File: src/design/lcdseq_pkg.sv
// shared types, codes and constant tables of the character-lcd command sequencer
`default_nettype none
package lcdseq_pkg;

  // command codes of the input channel
  typedef enum logic [3:0] {
    ACT_INIT      = 4'd0,
    ACT_CLEAR     = 4'd1,
    ACT_HOME      = 4'd2,
    ACT_PUT_CHAR  = 4'd3,
    ACT_GOTO      = 4'd4,
    ACT_BACKLIGHT = 4'd5,
    ACT_CURSOR    = 4'd6,
    ACT_BLINK     = 4'd7,
    ACT_DISPLAY   = 4'd8,
    ACT_SHIFT_L   = 4'd9,
    ACT_SHIFT_R   = 4'd10,
    ACT_GLYPH     = 4'd11
  } action_t;

  // configuration register indexes
  typedef enum logic [1:0] {
    REG_LINES   = 2'd0,
    REG_COLUMNS = 2'd1,
    REG_ADDRESS = 2'd2
  } cfg_reg_t;

  // kind of work handed from front to back
  typedef enum logic [1:0] {
    JOB_INIT,
    JOB_INSTR,
    JOB_DATA,
    JOB_LED
  } job_kind_t;

  // back-end sequencer states
  typedef enum logic {
    BK_IDLE,
    BK_RUN
  } bk_state_t;

  typedef struct packed {
    job_kind_t   kind;
    logic [7:0]  cmd;       // instruction/data byte, function-set byte for init
    logic [15:0] wait_end;  // wait after the final write of the low nibble
    logic        led_on;
  } job_t;

  typedef struct packed {
    logic [2:0] lines;
    logic [5:0] columns;
    logic [6:0] address;
  } cfg_t;

  localparam int QDEPTH = 2;

  // expander pin positions
  localparam int PIN_RS  = 0;
  localparam int PIN_RW  = 1;
  localparam int PIN_E   = 2;
  localparam int PIN_LED = 3;

  // instruction bytes
  localparam logic [7:0] CMD_CLEAR   = 8'h01;
  localparam logic [7:0] CMD_HOME    = 8'h02;
  localparam logic [7:0] CMD_ENTRY   = 8'h06;
  localparam logic [7:0] CMD_FSET_1L = 8'h20;
  localparam logic [7:0] CMD_FSET_2L = 8'h28;
  localparam logic [7:0] CMD_DDRAM   = 8'h80;
  localparam logic [7:0] CMD_DISP_ON = 8'h0C;
  localparam logic [7:0] CMD_DISP_OFF = 8'h08;
  localparam logic [7:0] CMD_CURSOR  = 8'h0E;
  localparam logic [7:0] CMD_BLINK   = 8'h0D;
  localparam logic [7:0] CMD_SHIFT_L = 8'h18;
  localparam logic [7:0] CMD_SHIFT_R = 8'h1C;

  // ddram row offsets
  localparam logic [7:0] ROW_OFF_0 = 8'h00;
  localparam logic [7:0] ROW_OFF_1 = 8'h40;
  localparam logic [7:0] ROW_OFF_2 = 8'h14;
  localparam logic [7:0] ROW_OFF_3 = 8'h54;

  // waits in microseconds
  localparam logic [15:0] WAIT_LED_US   = 16'd0;
  localparam logic [15:0] WAIT_NIB_US   = 16'd10;
  localparam logic [15:0] WAIT_INSTR_US = 16'd100;
  localparam logic [15:0] WAIT_DATA_US  = 16'd150;
  localparam logic [15:0] WAIT_GOTO_US  = 16'd200;
  localparam logic [15:0] WAIT_INIT1_US = 16'd250;
  localparam logic [15:0] WAIT_LONG_US  = 16'd2100;
  localparam logic [15:0] WAIT_INIT0_US = 16'd5100;

  localparam logic [3:0] INIT_LAST_NIB = 4'd13;
  localparam logic [3:0] BYTE_LAST_NIB = 4'd1;

  // nibble sequence of the power-on init
  function automatic logic [3:0] init_nibble(input logic [3:0] idx, input logic [7:0] fset);
    logic [3:0] nib;
    begin
      unique case (idx)
        4'd0, 4'd1, 4'd2: nib = 4'h3;
        4'd3:             nib = 4'h2;
        4'd4:             nib = fset[7:4];
        4'd5:             nib = fset[3:0];
        4'd6:             nib = fset[7:4];
        4'd7:             nib = fset[3:0];
        4'd8:             nib = CMD_DISP_ON[7:4];
        4'd9:             nib = CMD_DISP_ON[3:0];
        4'd10:            nib = CMD_ENTRY[7:4];
        4'd11:            nib = CMD_ENTRY[3:0];
        4'd12:            nib = CMD_CLEAR[7:4];
        4'd13:            nib = CMD_CLEAR[3:0];
        default:          nib = 4'h0;
      endcase
      return nib;
    end
  endfunction

  // wait after the last write of each init nibble
  function automatic logic [15:0] init_wait(input logic [3:0] idx);
    logic [15:0] w;
    begin
      unique case (idx)
        4'd0:          w = WAIT_INIT0_US;
        4'd1:          w = WAIT_INIT1_US;
        4'd2:          w = WAIT_DATA_US;
        INIT_LAST_NIB: w = WAIT_LONG_US;
        default:       w = WAIT_INSTR_US;
      endcase
      return w;
    end
  endfunction

endpackage
`default_nettype wire

File: src/design/lcdseq_chan_if.sv
// channel interfaces: command input, expander write output, configuration writes
`default_nettype none
interface lcdseq_in_if;
  logic       valid;
  logic       ready;
  logic [3:0] action;
  logic [7:0] char_byte;
  logic [5:0] column;
  logic [1:0] row;
  logic [2:0] glyph_slot;
  logic       switch_on;
  modport source (output valid, action, char_byte, column, row, glyph_slot, switch_on,
                  input ready);
  modport sink (input valid, action, char_byte, column, row, glyph_slot, switch_on,
                output ready);
endinterface

interface lcdseq_out_if;
  logic        valid;
  logic        ready;
  logic [7:0]  expander_byte;
  logic [6:0]  target_address;
  logic [15:0] wait_after_us;
  logic        last_write;
  modport source (output valid, expander_byte, target_address, wait_after_us, last_write,
                  input ready);
  modport sink (input valid, expander_byte, target_address, wait_after_us, last_write,
                output ready);
endinterface

interface lcdseq_cfg_if;
  logic       valid;
  logic       ready;
  logic [1:0] index;
  logic [7:0] data;
  modport source (output valid, index, data, input ready);
  modport sink (input valid, index, data, output ready);
endinterface
`default_nettype wire

File: src/design/char_lcd_nibble_command_sequencer.sv
// top level: configuration registers, front end, job queue and write sequencer
//
// Drives a 4-bit character LCD through an 8-bit I2C port expander.
// in_chan takes one command per transaction (init, clear, home, put_char, goto,
// backlight, cursor, blink, display, shift, glyph address). out_chan gives the
// expander writes of each command in order, each with bus address, minimum
// wait after it and a flag on the final write of the command.
// cfg_chan writes display_lines (index 0), display_columns (1) and
// expander_address (2); it is always ready and is meant for idle periods.
// The first write of a command passes through the job queue, the job register
// and the output register to out_chan. Throughput: one write per cycle from the
// output register while out_chan is ready; a command has six writes for an
// instruction or character, one for backlight, 42 for init. Commands that
// emit nothing (unused codes, goto off the panel) are taken and dropped.
// A two-entry job queue lets the input keep taking commands while out_chan
// is stalled; when the queue is full in_chan.ready drops. A stalled write
// holds on out_chan until taken.
// Reset: registers return to two lines, sixteen columns, address 39, pin
// image all low, queue empty.
`default_nettype none
module char_lcd_nibble_command_sequencer (
  input  logic          clk,
  input  logic          rst_n,
  lcdseq_in_if.sink     in_chan,
  lcdseq_out_if.source  out_chan,
  lcdseq_cfg_if.sink    cfg_chan
);
  import lcdseq_pkg::*;

  cfg_t cfg_r;
  logic push_valid;
  logic push_ready;
  job_t push_job;
  logic job_valid;
  logic job_pop;
  job_t job;

  // configuration registers
  assign cfg_chan.ready = 1'b1;

  always_ff @(posedge clk) begin
    if (!rst_n) begin
      cfg_r.lines   <= 3'd2;
      cfg_r.columns <= 6'd16;
      cfg_r.address <= 7'd39;
    end else if (cfg_chan.valid) begin
      case (cfg_reg_t'(cfg_chan.index))
        REG_LINES:   cfg_r.lines   <= cfg_chan.data[2:0];
        REG_COLUMNS: cfg_r.columns <= cfg_chan.data[5:0];
        REG_ADDRESS: cfg_r.address <= cfg_chan.data[6:0];
        default:     ;
      endcase
    end
  end

  lcdseq_front u_front (
    .in_chan      (in_chan),
    .cfg_i        (cfg_r),
    .push_valid_o (push_valid),
    .push_ready_i (push_ready),
    .push_job_o   (push_job)
  );

  lcdseq_queue u_queue (
    .clk          (clk),
    .rst_n        (rst_n),
    .push_valid_i (push_valid),
    .push_ready_o (push_ready),
    .push_job_i   (push_job),
    .pop_valid_o  (job_valid),
    .pop_ready_i  (job_pop),
    .pop_job_o    (job)
  );

  lcdseq_back u_back (
    .clk         (clk),
    .rst_n       (rst_n),
    .cfg_i       (cfg_r),
    .job_valid_i (job_valid),
    .job_pop_o   (job_pop),
    .job_i       (job),
    .out_chan    (out_chan)
  );

  // rw pin is never driven high
  a_rw_low: assert property (@(posedge clk) disable iff (!rst_n)
    out_chan.valid |-> !out_chan.expander_byte[PIN_RW])
    else $error("rw pin set on an expander write");

  // an enable-high write is always followed by the short strobe wait
  a_e_wait: assert property (@(posedge clk) disable iff (!rst_n)
    (out_chan.valid && out_chan.expander_byte[PIN_E]) |->
      (out_chan.wait_after_us == WAIT_NIB_US && !out_chan.last_write))
    else $error("enable-high write with wrong wait or marked last");

  // only the single backlight write has no wait, and it closes its command
  a_led_last: assert property (@(posedge clk) disable iff (!rst_n)
    (out_chan.valid && out_chan.wait_after_us == WAIT_LED_US) |-> out_chan.last_write)
    else $error("zero-wait write not marked last");

  // a job is only popped when the queue holds one
  a_pop_valid: assert property (@(posedge clk) disable iff (!rst_n)
    job_pop |-> job_valid)
    else $error("sequencer popped an empty queue");

endmodule
`default_nettype wire

File: src/design/lcdseq_front.sv
// front end: accepts commands and turns each into a job for the write sequencer
`default_nettype none
module lcdseq_front (
  lcdseq_in_if.sink         in_chan,
  input  lcdseq_pkg::cfg_t  cfg_i,
  output logic              push_valid_o,
  input  logic              push_ready_i,
  output lcdseq_pkg::job_t  push_job_o
);
  import lcdseq_pkg::*;

  logic       emits;
  logic       goto_ok;
  logic [7:0] row_off;
  logic [7:0] goto_cmd;
  logic [7:0] fset;

  // goto bounds and ddram address
  always_comb begin
    goto_ok = ({1'b0, in_chan.row} < cfg_i.lines) && (in_chan.column < cfg_i.columns);
    if (cfg_i.lines <= 3'd2) begin
      row_off = (in_chan.row == 2'd0) ? ROW_OFF_0 : ROW_OFF_1;
    end else begin
      case (in_chan.row)
        2'd0:    row_off = ROW_OFF_0;
        2'd1:    row_off = ROW_OFF_1;
        2'd2:    row_off = ROW_OFF_2;
        default: row_off = ROW_OFF_3;
      endcase
    end
    goto_cmd = (CMD_DDRAM | row_off) + {2'b00, in_chan.column};
    fset     = (cfg_i.lines > 3'd1) ? CMD_FSET_2L : CMD_FSET_1L;
  end

  // command decode
  always_comb begin
    emits               = 1'b1;
    push_job_o.kind     = JOB_INSTR;
    push_job_o.cmd      = 8'h00;
    push_job_o.wait_end = WAIT_INSTR_US;
    push_job_o.led_on   = in_chan.switch_on;
    unique case (action_t'(in_chan.action))
      ACT_INIT: begin
        push_job_o.kind = JOB_INIT;
        push_job_o.cmd  = fset;
      end
      ACT_CLEAR: begin
        push_job_o.cmd      = CMD_CLEAR;
        push_job_o.wait_end = WAIT_LONG_US;
      end
      ACT_HOME: begin
        push_job_o.cmd      = CMD_HOME;
        push_job_o.wait_end = WAIT_LONG_US;
      end
      ACT_PUT_CHAR: begin
        push_job_o.kind     = JOB_DATA;
        push_job_o.cmd      = in_chan.char_byte;
        push_job_o.wait_end = WAIT_DATA_US;
      end
      ACT_GOTO: begin
        emits               = goto_ok;
        push_job_o.cmd      = goto_cmd;
        push_job_o.wait_end = WAIT_GOTO_US;
      end
      ACT_BACKLIGHT: begin
        push_job_o.kind     = JOB_LED;
        push_job_o.wait_end = WAIT_LED_US;
      end
      ACT_CURSOR:  push_job_o.cmd = in_chan.switch_on ? CMD_CURSOR : CMD_DISP_ON;
      ACT_BLINK:   push_job_o.cmd = in_chan.switch_on ? CMD_BLINK : CMD_DISP_ON;
      ACT_DISPLAY: push_job_o.cmd = in_chan.switch_on ? CMD_DISP_ON : CMD_DISP_OFF;
      ACT_SHIFT_L: push_job_o.cmd = CMD_SHIFT_L;
      ACT_SHIFT_R: push_job_o.cmd = CMD_SHIFT_R;
      ACT_GLYPH:   push_job_o.cmd = {2'b01, in_chan.glyph_slot, 3'b000};
      default:     emits = 1'b0;
    endcase
  end

  // commands that emit nothing are taken and dropped
  assign in_chan.ready = push_ready_i;
  assign push_valid_o  = in_chan.valid && emits;

endmodule
`default_nettype wire

File: src/design/lcdseq_queue.sv
// two-entry job queue between the front end and the write sequencer
`default_nettype none
module lcdseq_queue (
  input  logic              clk,
  input  logic              rst_n,
  input  logic              push_valid_i,
  output logic              push_ready_o,
  input  lcdseq_pkg::job_t  push_job_i,
  output logic              pop_valid_o,
  input  logic              pop_ready_i,
  output lcdseq_pkg::job_t  pop_job_o
);
  import lcdseq_pkg::*;

  localparam int PW = $clog2(QDEPTH);

  job_t          slot_r [QDEPTH];
  logic [PW-1:0] wr_ptr_r;
  logic [PW-1:0] rd_ptr_r;
  logic [PW:0]   count_r;
  logic          do_push;
  logic          do_pop;

  assign push_ready_o = (count_r != (PW+1)'(QDEPTH));
  assign pop_valid_o  = (count_r != '0);
  assign pop_job_o    = slot_r[rd_ptr_r];
  assign do_push      = push_valid_i && push_ready_o;
  assign do_pop       = pop_ready_i && pop_valid_o;

  // storage
  always_ff @(posedge clk) begin
    if (do_push) begin
      slot_r[wr_ptr_r] <= push_job_i;
    end
  end

  // pointers and fill level
  always_ff @(posedge clk) begin
    if (!rst_n) begin
      wr_ptr_r <= '0;
      rd_ptr_r <= '0;
      count_r  <= '0;
    end else begin
      if (do_push) begin
        wr_ptr_r <= wr_ptr_r + 1'b1;
      end
      if (do_pop) begin
        rd_ptr_r <= rd_ptr_r + 1'b1;
      end
      if (do_push && !do_pop) begin
        count_r <= count_r + 1'b1;
      end else if (do_pop && !do_push) begin
        count_r <= count_r - 1'b1;
      end
    end
  end

endmodule
`default_nettype wire

File: src/design/lcdseq_back.sv
// back end: plays each job out as expander writes and keeps the pin image
`default_nettype none
module lcdseq_back (
  input  logic              clk,
  input  logic              rst_n,
  input  lcdseq_pkg::cfg_t  cfg_i,
  input  logic              job_valid_i,
  output logic              job_pop_o,
  input  lcdseq_pkg::job_t  job_i,
  lcdseq_out_if.source      out_chan
);
  import lcdseq_pkg::*;

  bk_state_t   state_r, state_nxt;
  job_t        job_r;
  logic [3:0]  nib_idx_r, nib_idx_nxt;
  logic [1:0]  phase_r, phase_nxt;
  logic [7:0]  image_r;
  logic        out_valid_r;
  logic [7:0]  out_byte_r;
  logic [6:0]  out_addr_r;
  logic [15:0] out_wait_r;
  logic        out_last_r;

  logic        adv;
  logic        step;
  logic [3:0]  nib;
  logic [7:0]  wr_byte;
  logic [15:0] wr_wait;
  logic        wr_last;

  // output slot free
  assign adv  = !out_valid_r || out_chan.ready;
  assign step = (state_r == BK_RUN) && adv;

  // current write
  always_comb begin
    if (job_r.kind == JOB_INIT) begin
      nib = init_nibble(nib_idx_r, job_r.cmd);
    end else begin
      nib = nib_idx_r[0] ? job_r.cmd[3:0] : job_r.cmd[7:4];
    end
    wr_byte = {nib, image_r[PIN_LED], (phase_r == 2'd1), 1'b0, (job_r.kind == JOB_DATA)};
    if (phase_r != 2'd2) begin
      wr_wait = WAIT_NIB_US;
    end else if (job_r.kind == JOB_INIT) begin
      wr_wait = init_wait(nib_idx_r);
    end else begin
      wr_wait = (nib_idx_r == 4'd0) ? WAIT_INSTR_US : job_r.wait_end;
    end
    wr_last = (phase_r == 2'd2) &&
              (nib_idx_r == ((job_r.kind == JOB_INIT) ? INIT_LAST_NIB : BYTE_LAST_NIB));
    if (job_r.kind == JOB_LED) begin
      wr_byte = {image_r[7:4], job_r.led_on, image_r[2:0]};
      wr_wait = job_r.wait_end;
      wr_last = 1'b1;
    end
  end

  // next state
  always_comb begin
    state_nxt = state_r;
    unique case (state_r)
      BK_IDLE: if (job_valid_i) state_nxt = BK_RUN;
      BK_RUN:  if (step && wr_last && !job_valid_i) state_nxt = BK_IDLE;
      default: state_nxt = BK_IDLE;
    endcase
  end

  // sequencer outputs: pop the next job when idle or at the final write
  always_comb begin
    job_pop_o = 1'b0;
    unique case (state_r)
      BK_IDLE: job_pop_o = job_valid_i;
      BK_RUN:  job_pop_o = step && wr_last && job_valid_i;
      default: job_pop_o = 1'b0;
    endcase
  end

  // nibble and phase counters
  always_comb begin
    nib_idx_nxt = nib_idx_r;
    phase_nxt   = phase_r;
    if (job_pop_o) begin
      nib_idx_nxt = '0;
      phase_nxt   = '0;
    end else if (step) begin
      if (phase_r == 2'd2) begin
        phase_nxt   = '0;
        nib_idx_nxt = nib_idx_r + 1'b1;
      end else begin
        phase_nxt = phase_r + 1'b1;
      end
    end
  end

  always_ff @(posedge clk) begin
    if (job_pop_o) begin
      job_r <= job_i;
    end
    if (step) begin
      out_byte_r <= wr_byte;
      out_addr_r <= cfg_i.address;
      out_wait_r <= wr_wait;
      out_last_r <= wr_last;
    end
  end

  // control state and pin image
  always_ff @(posedge clk) begin
    if (!rst_n) begin
      state_r     <= BK_IDLE;
      nib_idx_r   <= '0;
      phase_r     <= '0;
      image_r     <= '0;
      out_valid_r <= 1'b0;
    end else begin
      state_r   <= state_nxt;
      nib_idx_r <= nib_idx_nxt;
      phase_r   <= phase_nxt;
      if (step) begin
        image_r     <= wr_byte;
        out_valid_r <= 1'b1;
      end else if (out_chan.ready) begin
        out_valid_r <= 1'b0;
      end
    end
  end

  assign out_chan.valid          = out_valid_r;
  assign out_chan.expander_byte  = out_byte_r;
  assign out_chan.target_address = out_addr_r;
  assign out_chan.wait_after_us  = out_wait_r;
  assign out_chan.last_write     = out_last_r;

endmodule
`default_nettype wire
File: src/flat_wrapper.sv
// flat-port wrapper written by rule: the top's interface ports become plain ports
module char_lcd_nibble_command_sequencer_flat import lcdseq_pkg::*;
  (clk, rst_n, in_chan_valid, in_chan_action, in_chan_char_byte, in_chan_column, in_chan_row, in_chan_glyph_slot, in_chan_switch_on, in_chan_ready, out_chan_valid, out_chan_expander_byte, out_chan_target_address, out_chan_wait_after_us, out_chan_last_write, out_chan_ready, cfg_chan_valid, cfg_chan_index, cfg_chan_data, cfg_chan_ready);
  lcdseq_in_if in_chan_i ();
  lcdseq_out_if out_chan_i ();
  lcdseq_cfg_if cfg_chan_i ();
  input  logic clk;
  input  logic rst_n;
  input wire logic [$bits(in_chan_i.valid)-1:0] in_chan_valid;
  input wire logic [$bits(in_chan_i.action)-1:0] in_chan_action;
  input wire logic [$bits(in_chan_i.char_byte)-1:0] in_chan_char_byte;
  input wire logic [$bits(in_chan_i.column)-1:0] in_chan_column;
  input wire logic [$bits(in_chan_i.row)-1:0] in_chan_row;
  input wire logic [$bits(in_chan_i.glyph_slot)-1:0] in_chan_glyph_slot;
  input wire logic [$bits(in_chan_i.switch_on)-1:0] in_chan_switch_on;
  output wire logic [$bits(in_chan_i.ready)-1:0] in_chan_ready;
  output wire logic [$bits(out_chan_i.valid)-1:0] out_chan_valid;
  output wire logic [$bits(out_chan_i.expander_byte)-1:0] out_chan_expander_byte;
  output wire logic [$bits(out_chan_i.target_address)-1:0] out_chan_target_address;
  output wire logic [$bits(out_chan_i.wait_after_us)-1:0] out_chan_wait_after_us;
  output wire logic [$bits(out_chan_i.last_write)-1:0] out_chan_last_write;
  input wire logic [$bits(out_chan_i.ready)-1:0] out_chan_ready;
  input wire logic [$bits(cfg_chan_i.valid)-1:0] cfg_chan_valid;
  input wire logic [$bits(cfg_chan_i.index)-1:0] cfg_chan_index;
  input wire logic [$bits(cfg_chan_i.data)-1:0] cfg_chan_data;
  output wire logic [$bits(cfg_chan_i.ready)-1:0] cfg_chan_ready;
  assign in_chan_i.valid = in_chan_valid;
  assign in_chan_i.action = in_chan_action;
  assign in_chan_i.char_byte = in_chan_char_byte;
  assign in_chan_i.column = in_chan_column;
  assign in_chan_i.row = in_chan_row;
  assign in_chan_i.glyph_slot = in_chan_glyph_slot;
  assign in_chan_i.switch_on = in_chan_switch_on;
  assign in_chan_ready = in_chan_i.ready;
  assign out_chan_valid = out_chan_i.valid;
  assign out_chan_expander_byte = out_chan_i.expander_byte;
  assign out_chan_target_address = out_chan_i.target_address;
  assign out_chan_wait_after_us = out_chan_i.wait_after_us;
  assign out_chan_last_write = out_chan_i.last_write;
  assign out_chan_i.ready = out_chan_ready;
  assign cfg_chan_i.valid = cfg_chan_valid;
  assign cfg_chan_i.index = cfg_chan_index;
  assign cfg_chan_i.data = cfg_chan_data;
  assign cfg_chan_ready = cfg_chan_i.ready;
  char_lcd_nibble_command_sequencer u_core (.clk(clk), .rst_n(rst_n), .in_chan(in_chan_i), .out_chan(out_chan_i), .cfg_chan(cfg_chan_i));
endmodule
File: config.mk
export PLATFORM = sky130hd
export DESIGN_NAME = char_lcd_nibble_command_sequencer_flat
export DESIGN_NICKNAME = d
export VERILOG_FILES = /design/src/design/lcdseq_pkg.sv /design/src/design/lcdseq_chan_if.sv /design/src/design/char_lcd_nibble_command_sequencer.sv /design/src/design/lcdseq_front.sv /design/src/design/lcdseq_queue.sv /design/src/design/lcdseq_back.sv /design/src/flat_wrapper.sv
export SDC_FILE = /design/constraint.sdc
export NUM_CORES = 1
export LEC_CHECK = 0
export BUFFER_PORTS_ARGS = -buffer_cell sky130_fd_sc_hd__buf_2
export CAP_MARGIN = 0
export CELL_PAD_IN_SITES_DETAIL_PLACEMENT = 1
export CELL_PAD_IN_SITES_GLOBAL_PLACEMENT = 1
export CORE_MARGIN = 10
export CORE_UTILIZATION = 52
export CTS_CLUSTER_DIAMETER = 80
export CTS_CLUSTER_SIZE = 28
export DETAILED_ROUTE_END_ITERATION = 8
export PLACE_DENSITY = 0.93
export SYNTH_ARGS = -nofsm -noshare
export SYNTH_HDL_FRONTEND = slang
export SYNTH_HIERARCHICAL = 1
export SYNTH_SLANG_ARGS = --single-unit
File: constraint.sdc
create_clock -name clk -period 4.75 [get_ports clk]
set_input_delay 0.95 -clock clk [delete_from_list [all_inputs] [get_ports clk]]
set_output_delay 0.95 -clock clk [all_outputs]
set_load 0.005 [all_outputs]
==> impl_table.tex, run 1 <==
\begin{tabular}{lr}
\hline
Metric & Value \\
\hline
\multicolumn{2}{l}{\textbf{Worst setup path}} \\
\quad Worst setup slack for register-to-register paths & 1.41 ns \\
\quad Worst r2r path cells & 8 \\
\quad Maximum single-stage delay on the critical path & 0.63 ns \\
\quad Arrival @ worst endpoint & 3.69 ns \\
\quad Slowest CP cell & edfxtp\_1 \\
\quad Worst-path cell chain & nand2\_1 > o21ai\_0 > a32o\_2 > buf\_4 > o21ai\_1 > ha\_1 > or3\_1 > a21boi\_1 \\
\quad Sort of element at the end of the critical path & register \\
\quad Critical Setup Path Class & register to register \\
\quad Critical path required time & 5.10 ns \\
\quad Maximum net fanout on the critical path & 34 \\
\quad Kind of start point of the critical path & register \\
\quad Worst reg2reg path endpoint & u\_core/u\_queue/count\_r[1] \\
\quad Reg2Reg Launch Point & u\_core/u\_back/job\_r[26] \\
\multicolumn{2}{l}{\textbf{Clock tree}} \\
\quad Clock buffer depth & 2 \\
\quad Number of clock sinks seen by CTS & 150 \\
\quad Source-to-sink clock delay at the later pin of the worst-skew pair & 0.43 ns \\
\quad Clock-pin transition on the worst setup and hold timing paths & 0.06 ns \\
\quad Post\_cts resized & 0 \\
\quad Number of H-tree levels & 4 \\
\quad Cts bufs inserted & 17 \\
\quad Hold buffers post-CTS & 0 \\
\quad Setup Fix Bufs, Post-CTS & 0 \\
\quad Master cell of the clock root buffer & clkbuf\_16 \\
\quad CTS tree & done \\
\multicolumn{2}{l}{\textbf{Die}} \\
\quad \# IOs & 74 \\
\quad Die boundary height & 134.0 µm \\
\quad Starting density of the core & 53.29\% \\
\quad Die Wd & 134.0 µm \\
\quad Core ar. & 0.01267 mm² \\
\quad Number of standard-cell rows in the floorplan & 41 \\
\quad Die area & 0.01794 mm² \\
\multicolumn{2}{l}{\textbf{Detailed routing}} \\
\quad Antenna-violating nets left & 0 \\
\quad Routed length per instance & 22.15 µm \\
\quad Post-Route WL & 17340 µm \\
\quad Remaining DRCs & 0 \\
\quad Drt initial violations & 342 \\
\quad Routed vias/inst & 5.731 \\
\quad First drt pass iteration count & 5 \\
\quad Routed vias & 4487 \\
\multicolumn{2}{l}{\textbf{STA}} \\
\quad Highest achievable clock rate & 299.5 MHz \\
\quad Final count of negative-setup-slack endpoints & 0 \\
\quad Fin Setup TNS & 0 ns \\
\quad Count of final hold-check violations & 0 \\
\quad Tcrit/Tclk final & 70.29\% \\
\quad Fin. max-slew vios & 0 \\
\quad Relative max-transition margin & 18.84\% \\
\quad Transition at the pin with the smallest max-transition slack & 1.216 ns \\
\quad Unrepaired setup endpoints after global routing & false \\
\quad Worst-case hold slack & 0.4440 ns \\
\quad Minimum clock period & 3.339 ns \\
\quad Final Skew & 0.009728 ns \\
\multicolumn{2}{l}{\textbf{Synth}} \\
\quad Average instance area after synthesis & 12.57 µm² \\
\quad Post-Synth Adder-Cell Area & 2.223\% \\
\quad Unique cell type count in the Yosys netlist & 66 \\
\quad Combinational family with the most area after synthesis & simple AND/OR/NAND/NOR gates \\
\quad Compound-cell area share of the yosys netlist & 9.487\% \\
\quad Async set-reset flop share out of synthesis & 0\% \\
\quad Largest cells by area after synthesis & edfxtp\_1 50\%, dfxtp\_1 11\%, mux2\_2 4.7\% \\
\quad Most common cell in the netlist & edfxtp\_1 \\
\quad Multiplexer share of the synthesized area & 7.949\% \\
\quad Post-synthesis sequential area ratio & 61.22\% \\
\quad Synth Area in Simple Gates & 12.75\% \\
\quad Number of synthesized flops with an enable pin & 113 \\
\quad Top cell type's share of synthesized area & 50.25\% \\
\quad Number of storage elements in the synthesis netlist & 150 \\
\quad Cell Area, Synth & 0.006753 mm² \\
\quad Xor/xnor share of the synthesized area & 1.686\% \\
\quad Commonest cells post-synth & 113 x edfxtp\_1, 41 x nand2\_1, 37 x dfxtp\_1, 28 x mux2\_2 \\
\quad Library cell occupying the most area in the post-synthesis netlist & edfxtp\_1 \\
\quad Synth Flop Type & edfxtp\_1 \\
\quad Cell count after synthesis & 537 \\
\quad Count of warnings emitted by yosys & 6 \\
\multicolumn{2}{l}{\textbf{Placed design}} \\
\quad DP Cell Count & 751 \\
\quad Count of input and output buffers & 71 \\
\quad HPWL after detailed placement & 11050 µm \\
\quad Final estimated routing congestion in global placement & 0.8514 \\
\quad Placement Cell Area & 0.007157 mm² \\
\multicolumn{2}{l}{\textbf{Finish}} \\
\quad Final std cell area, no fill & 0.007767 mm² \\
\quad N\_diodes & 0 \\
\quad Post-layout net count & 649 \\
\quad Fillcell total & 1299 \\
\quad Area taken by flip-flops and latches & 0.004134 mm² \\
\quad Area taken by multi-input logic gates & 0.002336 mm² \\
\quad P\&R area growth vs syn & 15.03\% \\
\quad Layout cells sized above 1 & 25.04\% \\
\quad Final cell count without fillers & 783 \\
\multicolumn{2}{l}{\textbf{Global routing}} \\
\quad Tot GR Track Use & 19.75\% \\
\quad Antenna violations before repair & 0 \\
\quad Vias in the first global route & 4845 \\
\quad Wire length of the first global-routing pass & 27660 µm \\
\quad Largest net degree at the start of global routing & 49 \\
\quad Sum of overflow across all layers after global routing & 0 \\
\multicolumn{2}{l}{\textbf{Power}} \\
\quad Clk network pwr share & 32.1\% \\
\quad Largest vdd supply drop & 0.3047 mV \\
\quad Net switching power & 1.271 mW \\
\quad Power consumption & 4.339 mW \\
\quad Share of total power in sequential cells & 46.8\% \\
\quad Power density over the cells & 558.6 mW/mm² \\
\quad Switching Share & 29.31\% \\
\quad Portion of total power attributed to combinational logic & 21.2\% \\
\quad Internal power component & 3.067 mW \\
\quad Leakage power & 2.944 nW \\
\multicolumn{2}{l}{\textbf{Flow run}} \\
\quad Max-capacitance violation count & 0 \\
\multicolumn{2}{l}{\textbf{Min path}} \\
\quad Min-Delay Path Class & register to register \\
\quad Hold Crit Depth & 0 \\
\quad End point of the worst hold path & u\_core/u\_back/out\_chan.target\_address[2] \\
\quad Launch instance of the worst min-delay path & u\_core/cfg\_r[2] \\
\multicolumn{2}{l}{\textbf{Outcome}} \\
\quad Outcome & completed \\
\hline
\end{tabular}
[worst max-delay path by stage]
stage	from	to	slack (ns)	cells after the start
final	u_core/u_back/job_r[26]	u_core/u_queue/count_r[1]	1.41	8
after global placement	in_chan_column[2]	u_core/u_queue/slot_r[0][11]	1.44	7
after floorplan	out_chan_ready	u_core/u_queue/count_r[1]	1.70	7
after CTS	u_core/u_back/job_r[25]	u_core/u_queue/count_r[1]	1.47	8
after global routing	u_core/u_back/job_r[25]	u_core/u_queue/count_r[1]	1.15	8
after detailed placement	in_chan_column[2]	u_core/u_queue/slot_r[0][11]	1.27	7
[power by group through the flow]
stage                     Clock, mW  Combinational, mW  Sequential (mW)
after floorplan                   0              0.642             1.95
after global placement            0              0.816             2.01
after detailed placement          0              0.884             2.05
after CTS                      1.41              0.920             2.03
after global routing           1.47               1.01             2.06
final                          1.39              0.918             2.03
[layout by cell type, fill, tap and decap left out, types with 5 or more instances in the layout]
| master | Yosys | routed |
|---|---|---|
| mux2i_1 | 21 | 21 |
| nand2_1 | 41 | 41 |
| o211ai_1 | 8 | 8 |
| nand2b_1 | 7 | 7 |
| clkbuf_16 | 0 | 17 |
| nand3_1 | 11 | 11 |
| nor3b_2 | 6 | 6 |
| a21o_1 | 6 | 6 |
| nand3b_1 | 5 | 5 |
| buf_2 | 13 | 71 |
| o21ai_0 | 17 | 17 |
| inv_1 | 21 | 21 |
| and2_1 | 11 | 11 |
| mux2_2 | 28 | 28 |
| clkinv_2 | 0 | 5 |
| nor2_1 | 21 | 21 |
| nor3_1 | 8 | 8 |
| dfxtp_1 | 37 | 37 |
| and3_1 | 6 | 6 |
| xor2_1 | 7 | 7 |
| xnor2_1 | 6 | 6 |
| nor2b_1 | 10 | 10 |
| edfxtp_1 | 113 | 113 |
| ha_1 | 12 | 12 |
| conb_1 | 2 | 9 |
| a21oi_1 | 20 | 20 |
[state kept, by name, indices dropped and copies added (netlist names), 2 cells and up, named ones only]
name	cells
u_core/u_back/nib_idx_r	4
u_core/u_back/out_chan.target_address	7
u_core/u_queue/slot_r	54
u_core/u_back/out_chan.wait_after_us	16
u_core/u_queue/count_r	2
u_core/u_back/phase_r	2
u_core/u_back/out_chan.expander_byte	8
u_core/cfg_r	16
u_core/u_back/image_r	8
u_core/u_back/job_r	27
[stage by stage]
stage	utilization, %	worst slack (ns)
final	61.30	1.411
after global routing	61.30	1.151
after CTS	61.30	1.466
after detailed placement	56.48	1.270
after global placement	56.48	1.435
after floorplan	-	1.704
[critical path: cells and delay by family, from the launching register on]
family,cells,cell delay [ns]
AOI/OAI and AO/OA,4,0.97
and+or+nand+nor,2,0.81
DFF,1,0.63
buffers and inverters,1,0.42
adders and majority gates,1,0.40
[layout make-up]
class                   instances  share of cell area [%]
flip-flops and latches        150                   53.22
clock buffers                  18                   5.525
inverters                      23                   1.111
multi-input cells             331                   30.07
well taps                     172                   2.771
repair buffers                 75                   4.961
clock inverters                14                   2.336
[cell families (layout without fill, tap and decap cells)]
| group | Yosys count | count (layout) |
|---|---|---|
| multiplexers | 50 | 50 |
| buffers and inverters | 63 | 130 |
| AO/OA/AOI/OAI | 94 | 94 |
| flip-flops | 150 | 150 |
| AND/OR/NAND/NOR | 153 | 153 |
| XOR/XNOR | 13 | 13 |
| other | 2 | 9 |
| adder cells (fa/ha/maj) | 12 | 12 |
[routing by layer]
layer / vias to the layer above / global-route usage, % / share of wire (%)
met2: 157 / 33.31 / 50
met4: 0 / 8.827 / 2.9
met5: - / 0 / 0
met3: 40 / 4.929 / 5.3
met1: 2213 / 23.35 / 42
li1: 2077 / - / -
Power figures use the tool's default switching activity.
==> run 2: changes to the inputs <==
- CORE_UTILIZATION: 52 -> 48
- PLACE_DENSITY: 0.93 -> 0.87
- clock period: 4.75 -> 3.38 ns (I/O delays scaled with it)
==> impl_table.tex, run 2 (synthesis gave the netlist of run 1 again) <==
\begin{tabular}{lr}
\hline
Metric & Value \\
\hline
\multicolumn{2}{l}{\textbf{Placed design}} \\
\quad Placement Cell Area & 0.007176 mm² (+0.26\%) \\
\quad DP Cell Count & 760 (+1.2\%) \\
\quad Final estimated routing congestion in global placement & 0.8793 (+3.3\%) \\
\quad HPWL after detailed placement & 10380 µm (-6.1\%) \\
\quad Count of input and output buffers & 71 (unchanged) \\
\multicolumn{2}{l}{\textbf{Clock tree}} \\
\quad Post\_cts resized & 0 (unchanged) \\
\quad Hold buffers post-CTS & 0 (unchanged) \\
\quad Number of clock sinks seen by CTS & 150 (unchanged) \\
\quad Clock buffer depth & 2 (unchanged) \\
\quad CTS tree & done \\
\quad Clock-pin transition on the worst setup and hold timing paths & 0.06 ns (about the same) \\
\quad Number of H-tree levels & 4 (unchanged) \\
\quad Source-to-sink clock delay at the later pin of the worst-skew pair & 0.42 ns (about the same) \\
\quad Cts bufs inserted & 17 (unchanged) \\
\quad Master cell of the clock root buffer & clkbuf\_16 \\
\quad Setup Fix Bufs, Post-CTS & 0 (unchanged) \\
\multicolumn{2}{l}{\textbf{Finish}} \\
\quad Post-layout net count & 650 (+0.15\%) \\
\quad Register with the most flip-flops & u\_core/u\_queue/slot\_r \\
\quad Leading cell type in the layout, fill and taps excluded & edfxtp\_1 \\
\quad N\_diodes & 0 (unchanged) \\
\quad Max reg flops & 54 (unchanged) \\
\quad Largest registers & u\_core/u\_queue/slot\_r: 54 flops, u\_core/u\_back/job\_r: 27 flops \\
\quad Layout cells sized above 1 & 25.49\% (+0.45 points) \\
\quad P\&R area growth vs syn & 15.53\% \\
\quad Final std cell area, no fill & 0.007801 mm² (+0.43\%) \\
\quad Fillcell total & 1415 (+8.9\%) \\
\quad Most used cells in the layout excluding fill and tap cells & 113 x edfxtp\_1, 71 x buf\_2, 41 x nand2\_1, 37 x dfxtp\_1, 28 x mux2\_2 \\
\quad Final cell count without fillers & 792 (+1.1\%) \\
\multicolumn{2}{l}{\textbf{STA}} \\
\quad Highest achievable clock rate & 368.6 MHz (+23\%) \\
\quad Final Skew & 0.01048 ns (+0.0007529 ns) \\
\quad Final count of negative-setup-slack endpoints & 0 (unchanged) \\
\quad Transition at the pin with the smallest max-transition slack & 1.232 ns (+0.01604 ns) \\
\quad Tcrit/Tclk final & 80.27\% (+10 points) \\
\quad Fin. max-slew vios & 0 (unchanged) \\
\quad Unrepaired setup endpoints after global routing & false \\
\quad Relative max-transition margin & 17.77\% (-1.1 points) \\
\quad Minimum clock period & 2.713 ns (-0.6260 ns) \\
\quad Count of final hold-check violations & 0 (unchanged) \\
\quad Fin Setup TNS & 0 ns (unchanged) \\
\multicolumn{2}{l}{\textbf{Worst setup path}} \\
\quad Maximum single-stage delay on the critical path & 0.62 ns (about the same) \\
\quad Worst-path cell chain & or2\_1 > a22o\_1 > a32o\_2 > o21ai\_1 > ha\_1 > or3\_1 > a21boi\_1 \\
\quad Launching element of the worst setup path & u\_core/u\_back/job\_r[25] \\
\quad Reg2Reg Launch Point & u\_core/u\_back/job\_r[25] \\
\quad Kind of start point of the critical path & register \\
\quad Critical Setup Path Class & register to register \\
\quad Cell depth of the worst setup path & 7 (-1) \\
\quad Sort of element at the end of the critical path & register \\
\quad Worst Path Buf+Inv & 0 (-1) \\
\quad Slowest CP cell & edfxtp\_1 \\
\quad Worst r2r path cells & 7 (-1) \\
\quad Delay-heaviest family, CP & compound AO/OA/AOI/OAI gates \\
\quad Maximum net fanout on the critical path & 15 (-56\%) \\
\quad Arrival @ worst endpoint & 3.06 ns (-0.63 ns) \\
\quad Critical path required time & 3.73 ns (-1.37 ns) \\
\multicolumn{2}{l}{\textbf{Power}} \\
\quad Leakage power & 2.950 nW (+0.20\%) \\
\quad Power density over the cells & 778.9 mW/mm² (+39\%) \\
\quad Power consumption & 6.076 mW (+40\%) \\
\quad Largest vdd supply drop & 0.3981 mV (+31\%) \\
\multicolumn{2}{l}{\textbf{Die}} \\
\quad Die Wd & 138.6 µm (+3.5\%) \\
\quad Number of standard-cell rows in the floorplan & 43 (+4.9\%) \\
\quad \# IOs & 74 (unchanged) \\
\quad Core ar. & 0.01383 mm² (+9.1\%) \\
\quad Die area & 0.01921 mm² (+7.1\%) \\
\quad Die boundary height & 138.6 µm (+3.5\%) \\
\quad Starting density of the core & 48.84\% (-4.5 points) \\
\multicolumn{2}{l}{\textbf{Flow run}} \\
\quad Max-capacitance violation count & 0 (unchanged) \\
\multicolumn{2}{l}{\textbf{Detailed routing}} \\
\quad Remaining DRCs & 0 (unchanged) \\
\quad Antenna-violating nets left & 0 (unchanged) \\
\quad Routed vias/inst & 5.571 (-2.8\%) \\
\quad Drt initial violations & 312 (-8.8\%) \\
\quad First drt pass iteration count & 5 (unchanged) \\
\quad Routed vias & 4412 (-1.7\%) \\
\quad Post-Route WL & 16100 µm (-7.2\%) \\
\quad Routed length per instance & 20.32 µm (-8.2\%) \\
\multicolumn{2}{l}{\textbf{Min path}} \\
\quad Min-Delay Path Class & register to register \\
\quad Launch instance of the worst min-delay path & u\_core/cfg\_r[4] \\
\quad Hold Crit Depth & 0 (unchanged) \\
\multicolumn{2}{l}{\textbf{Global routing}} \\
\quad Sum of overflow across all layers after global routing & 0 (unchanged) \\
\quad Wire length of the first global-routing pass & 25770 µm (-6.8\%) \\
\quad Vias in the first global route & 4775 (-1.4\%) \\
\quad Antenna violations before repair & 0 (unchanged) \\
\quad Largest net degree at the start of global routing & 49 (unchanged) \\
\quad Tot GR Track Use & 16.69\% (-3.1 points) \\
\multicolumn{2}{l}{\textbf{Outcome}} \\
\quad Outcome & completed \\
\hline
\end{tabular}
-- run 2: changes by cell type in the layout (fill, tap and decap cells not counted) --
cell        delta
clkinv_2       -3
and2_1         -1
buf_4          +1
clkinvlp_4     +1
inv_6          +3
clkbuf_1       -1
and2_2         +1
-- run 2: power by group --
group | switching (mW) | internal (mW) | total [mW] | leakage [nW]
clock | 0.746 | 1.24 | 1.98 | 0.298
combinational | 0.731 | 0.510 | 1.24 | 1.30
sequential | 0.274 | 2.58 | 2.85 | 1.35
total | 1.75 | 4.32 | 6.08 | 2.95
-- run 2: final timing paths --
kind | end | slack, ns
hold reg to reg | u_core/u_back/out_chan.target_address[4] | 0.43
setup / recovery | u_core/u_queue/count_r[1] | 0.67
hold / removal | u_core/u_back/out_chan.target_address[4] | 0.43
setup reg to reg | u_core/u_queue/count_r[1] | 0.67
-- run 2: metal layers --
layer,GRT usage [%],share of wire [%]
met5,0,0
met4,6.590,2.2
met1,19.02,41
met3,4.726,5.3
met2,28.92,51
-- run 2: per-stage QoR --
stage	util, %	hold WS (ns)	worst slack (ns)
4_1_cts	56.42	0.4336	0.7079
2_1_floorplan	-	0.4054	0.6081
5_1_grt	56.42	0.4466	0.5716
6_report	56.42	0.4309	0.6670
3_3_place_gp	51.90	0.4141	0.6378
3_5_place_dp	51.90	0.4186	0.5061
-- run 2: layout make-up --
class / instances / area (µm²) / area share, %
timing repair buffer: 76 / 392.9 / 5.036
inverter: 23 / 86.33 / 1.107
multi-input combinational: 331 / 2337 / 29.96
sequential: 150 / 4134 / 52.99
tap: 180 / 225.2 / 2.887
clock buffer: 17 / 425.4 / 5.453
clock inverter: 15 / 200.2 / 2.566
-- run 2: worst register-to-register path: stages, from the launching register on --
cell	delay, ns
edfxtp_1	0.62
or2_1	0.46
a22o_1	0.32
a32o_2	0.30
o21ai_1	0.14
ha_1	0.31
or3_1	0.35
a21boi_1	0.15
==> run 3: changes to the inputs <==
- clock period: 3.38 -> 2.7 ns (I/O delays scaled with it)
==> impl_table.tex, run 3 (synthesis gave the netlist of run 1 again) <==
\begin{tabular}{lr}
\hline
Metric & Value \\
\hline
\multicolumn{2}{l}{\textbf{Global routing}} \\
\quad Wire length of the first global-routing pass & 27160 µm (+5.4\%) \\
\quad Antenna violations before repair & 0 (unchanged) \\
\quad Vias in the first global route & 4947 (+3.6\%) \\
\quad Tot GR Track Use & 17.67\% (+0.98 points) \\
\quad Sum of overflow across all layers after global routing & 0 (unchanged) \\
\quad Largest net degree at the start of global routing & 37 (-24\%) \\
\multicolumn{2}{l}{\textbf{STA}} \\
\quad Final Skew & 0.008382 ns (-0.002099 ns) \\
\quad Fin Setup TNS & 0 ns (unchanged) \\
\quad Transition at the pin with the smallest max-transition slack & 0.7250 ns (-0.5067 ns) \\
\quad Fin. max-slew vios & 0 (unchanged) \\
\quad Final worst setup slack & 0.1820 ns (-0.4850 ns) \\
\quad Unrepaired setup endpoints after global routing & false \\
\quad Tcrit/Tclk final & 93.26\% (+13 points) \\
\quad Worst-case hold slack & 0.3814 ns (-0.04947 ns) \\
\quad Relative max-transition margin & 51.49\% (+34 points) \\
\quad Minimum clock period & 2.518 ns (-0.1950 ns) \\
\quad Final count of negative-setup-slack endpoints & 0 (unchanged) \\
\quad Count of final hold-check violations & 0 (unchanged) \\
\quad Highest achievable clock rate & 397.1 MHz (+7.7\%) \\
\multicolumn{2}{l}{\textbf{Placed design}} \\
\quad Worst setup slack after placement & -0.03081 ns (-0.5369 ns) \\
\quad Final estimated routing congestion in global placement & 0.8979 (+2.1\%) \\
\quad HPWL after detailed placement & 11510 µm (+11\%) \\
\quad Placement Cell Area & 0.007315 mm² (+1.9\%) \\
\quad Count of input and output buffers & 71 (unchanged) \\
\quad DP Cell Count & 774 (+1.8\%) \\
\multicolumn{2}{l}{\textbf{Finish}} \\
\quad Largest registers & u\_core/u\_queue/slot\_r: 54 flops, u\_core/u\_back/job\_r: 27 flops \\
\quad Layout cells sized above 1 & 26.84\% (+1.3 points) \\
\quad N\_diodes & 0 (unchanged) \\
\quad Final std cell area, no fill & 0.007964 mm² (+2.1\%) \\
\quad Final cell count without fillers & 806 (+1.8\%) \\
\quad P\&R area growth vs syn & 17.94\% \\
\quad Leading cell type in the layout, fill and taps excluded & edfxtp\_1 \\
\quad Most used cells in the layout excluding fill and tap cells & 113 x edfxtp\_1, 71 x buf\_2, 41 x nand2\_1, 37 x dfxtp\_1, 28 x mux2\_2 \\
\quad Post-layout net count & 664 (+2.2\%) \\
\quad Register with the most flip-flops & u\_core/u\_queue/slot\_r \\
\quad Max reg flops & 54 (unchanged) \\
\multicolumn{2}{l}{\textbf{Detailed routing}} \\
\quad Post-Route WL & 16980 µm (+5.5\%) \\
\quad Routed vias & 4490 (+1.8\%) \\
\quad Drt initial violations & 342 (+9.6\%) \\
\quad Routed vias/inst & 5.571 (about the same) \\
\quad First drt pass iteration count & 4 (-1) \\
\quad Antenna-violating nets left & 0 (unchanged) \\
\quad Routed length per instance & 21.06 µm (+3.7\%) \\
\quad Remaining DRCs & 0 (unchanged) \\
\multicolumn{2}{l}{\textbf{Worst setup path}} \\
\quad Arrival @ worst endpoint & 2.88 ns (-0.18 ns) \\
\quad Launching element of the worst setup path & u\_core/cfg\_r[14] \\
\quad Critical Setup Path Class & register to register \\
\quad Maximum net fanout on the critical path & 5 (-10) \\
\quad Kind of start point of the critical path & register \\
\quad Reg2Reg Launch Point & u\_core/cfg\_r[14] \\
\quad Sort of element at the end of the critical path & register \\
\quad Critical path required time & 3.06 ns (-0.67 ns) \\
\multicolumn{2}{l}{\textbf{Die}} \\
\quad Die area & 0.01921 mm² (unchanged) \\
\quad \# IOs & 74 (unchanged) \\
\quad Starting density of the core & 48.84\% (unchanged) \\
\quad Die boundary height & 138.6 µm (unchanged) \\
\quad Number of standard-cell rows in the floorplan & 43 (unchanged) \\
\quad Die Wd & 138.6 µm (unchanged) \\
\quad Core ar. & 0.01383 mm² (unchanged) \\
\multicolumn{2}{l}{\textbf{Clock tree}} \\
\quad Source-to-sink clock delay at the later pin of the worst-skew pair & 0.43 ns (about the same) \\
\quad Hold buffers post-CTS & 0 (unchanged) \\
\quad Number of H-tree levels & 4 (unchanged) \\
\quad Clock buffer depth & 2 (unchanged) \\
\quad Setup Fix Bufs, Post-CTS & 0 (unchanged) \\
\quad Post\_cts resized & 0 (unchanged) \\
\quad Master cell of the clock root buffer & clkbuf\_16 \\
\quad Clock-pin transition on the worst setup and hold timing paths & 0.06 ns (about the same) \\
\quad Number of clock sinks seen by CTS & 150 (unchanged) \\
\quad Cts bufs inserted & 17 (unchanged) \\
\quad CTS tree & done \\
\multicolumn{2}{l}{\textbf{Power}} \\
\quad Largest vdd supply drop & 0.4769 mV (+20\%) \\
\quad Leakage power & 3.032 nW (+2.8\%) \\
\quad Power density over the cells & 983.6 mW/mm² (+26\%) \\
\multicolumn{2}{l}{\textbf{Min path}} \\
\quad Launch instance of the worst min-delay path & cfg\_chan\_data[6] \\
\quad Min-Delay Path Class & primary input to register \\
\multicolumn{2}{l}{\textbf{Outcome}} \\
\quad Outcome & completed \\
\multicolumn{2}{l}{\textbf{Flow run}} \\
\quad Max-capacitance violation count & 0 (unchanged) \\
\hline
\end{tabular}
## run 3: changes by cell type in the layout (fill, tap and decap cells not counted), sizes merged
cell | previous run | this run
bufinv | 4 | 5
clkinv | 4 | 2
clkbuf | 17 | 18
buf | 76 | 90
## run 3: layer usage
layer	global-route usage, %	vias to the layer above	share of wire (%)
met5	0	-	0
met4	6.645	0	2.2
met3	5.205	38	5.3
met2	30.75	135	52
met1	20.03	2215	41
li1	-	2102	-
## run 3: stage by stage
step                      util (%)  power, mW
after global routing         57.60      8.180
after detailed placement     52.90      5.226
after CTS                    57.60      7.882
after global placement       52.90      5.044
final                        57.60      7.833
after floorplan                  -      4.572
## run 3: area by class of cell
class | count | area, µm²
multi-input cells | 331 | 2346
flip-flops and latches | 150 | 4134
clock buffers | 18 | 429.2
inverters | 23 | 86.33
well taps | 180 | 225.2
fillers | 1411 | 5863
clock inverters | 14 | 220.2
repair buffers | 90 | 523.0
## run 3: power breakdown
group,internal (mW),switching (mW)
combinational,0.696,1.08
sequential,3.22,0.227
clock,1.65,0.959
## run 3: worst paths after layout
path	slack, ns	cells after the start	end
setup / recovery	0.18	10	u_core/u_queue/count_r[1]
hold / removal	0.38	3	u_core/cfg_r[6]
hold reg to reg	0.43	0	u_core/u_back/out_chan.target_address[2]
setup reg to reg	0.18	10	u_core/u_queue/count_r[1]
## run 3: worst max-delay path, cell delays in order (launching register included)
cell,delay (ns)
dfxtp_1,0.44
inv_1,0.10
ha_1,0.28
a21oi_1,0.15
o2111ai_1,0.13
o21ai_1,0.35
and2_1,0.20
ha_1,0.19
xor2_1,0.11
or3_1,0.33
a21boi_1,0.15
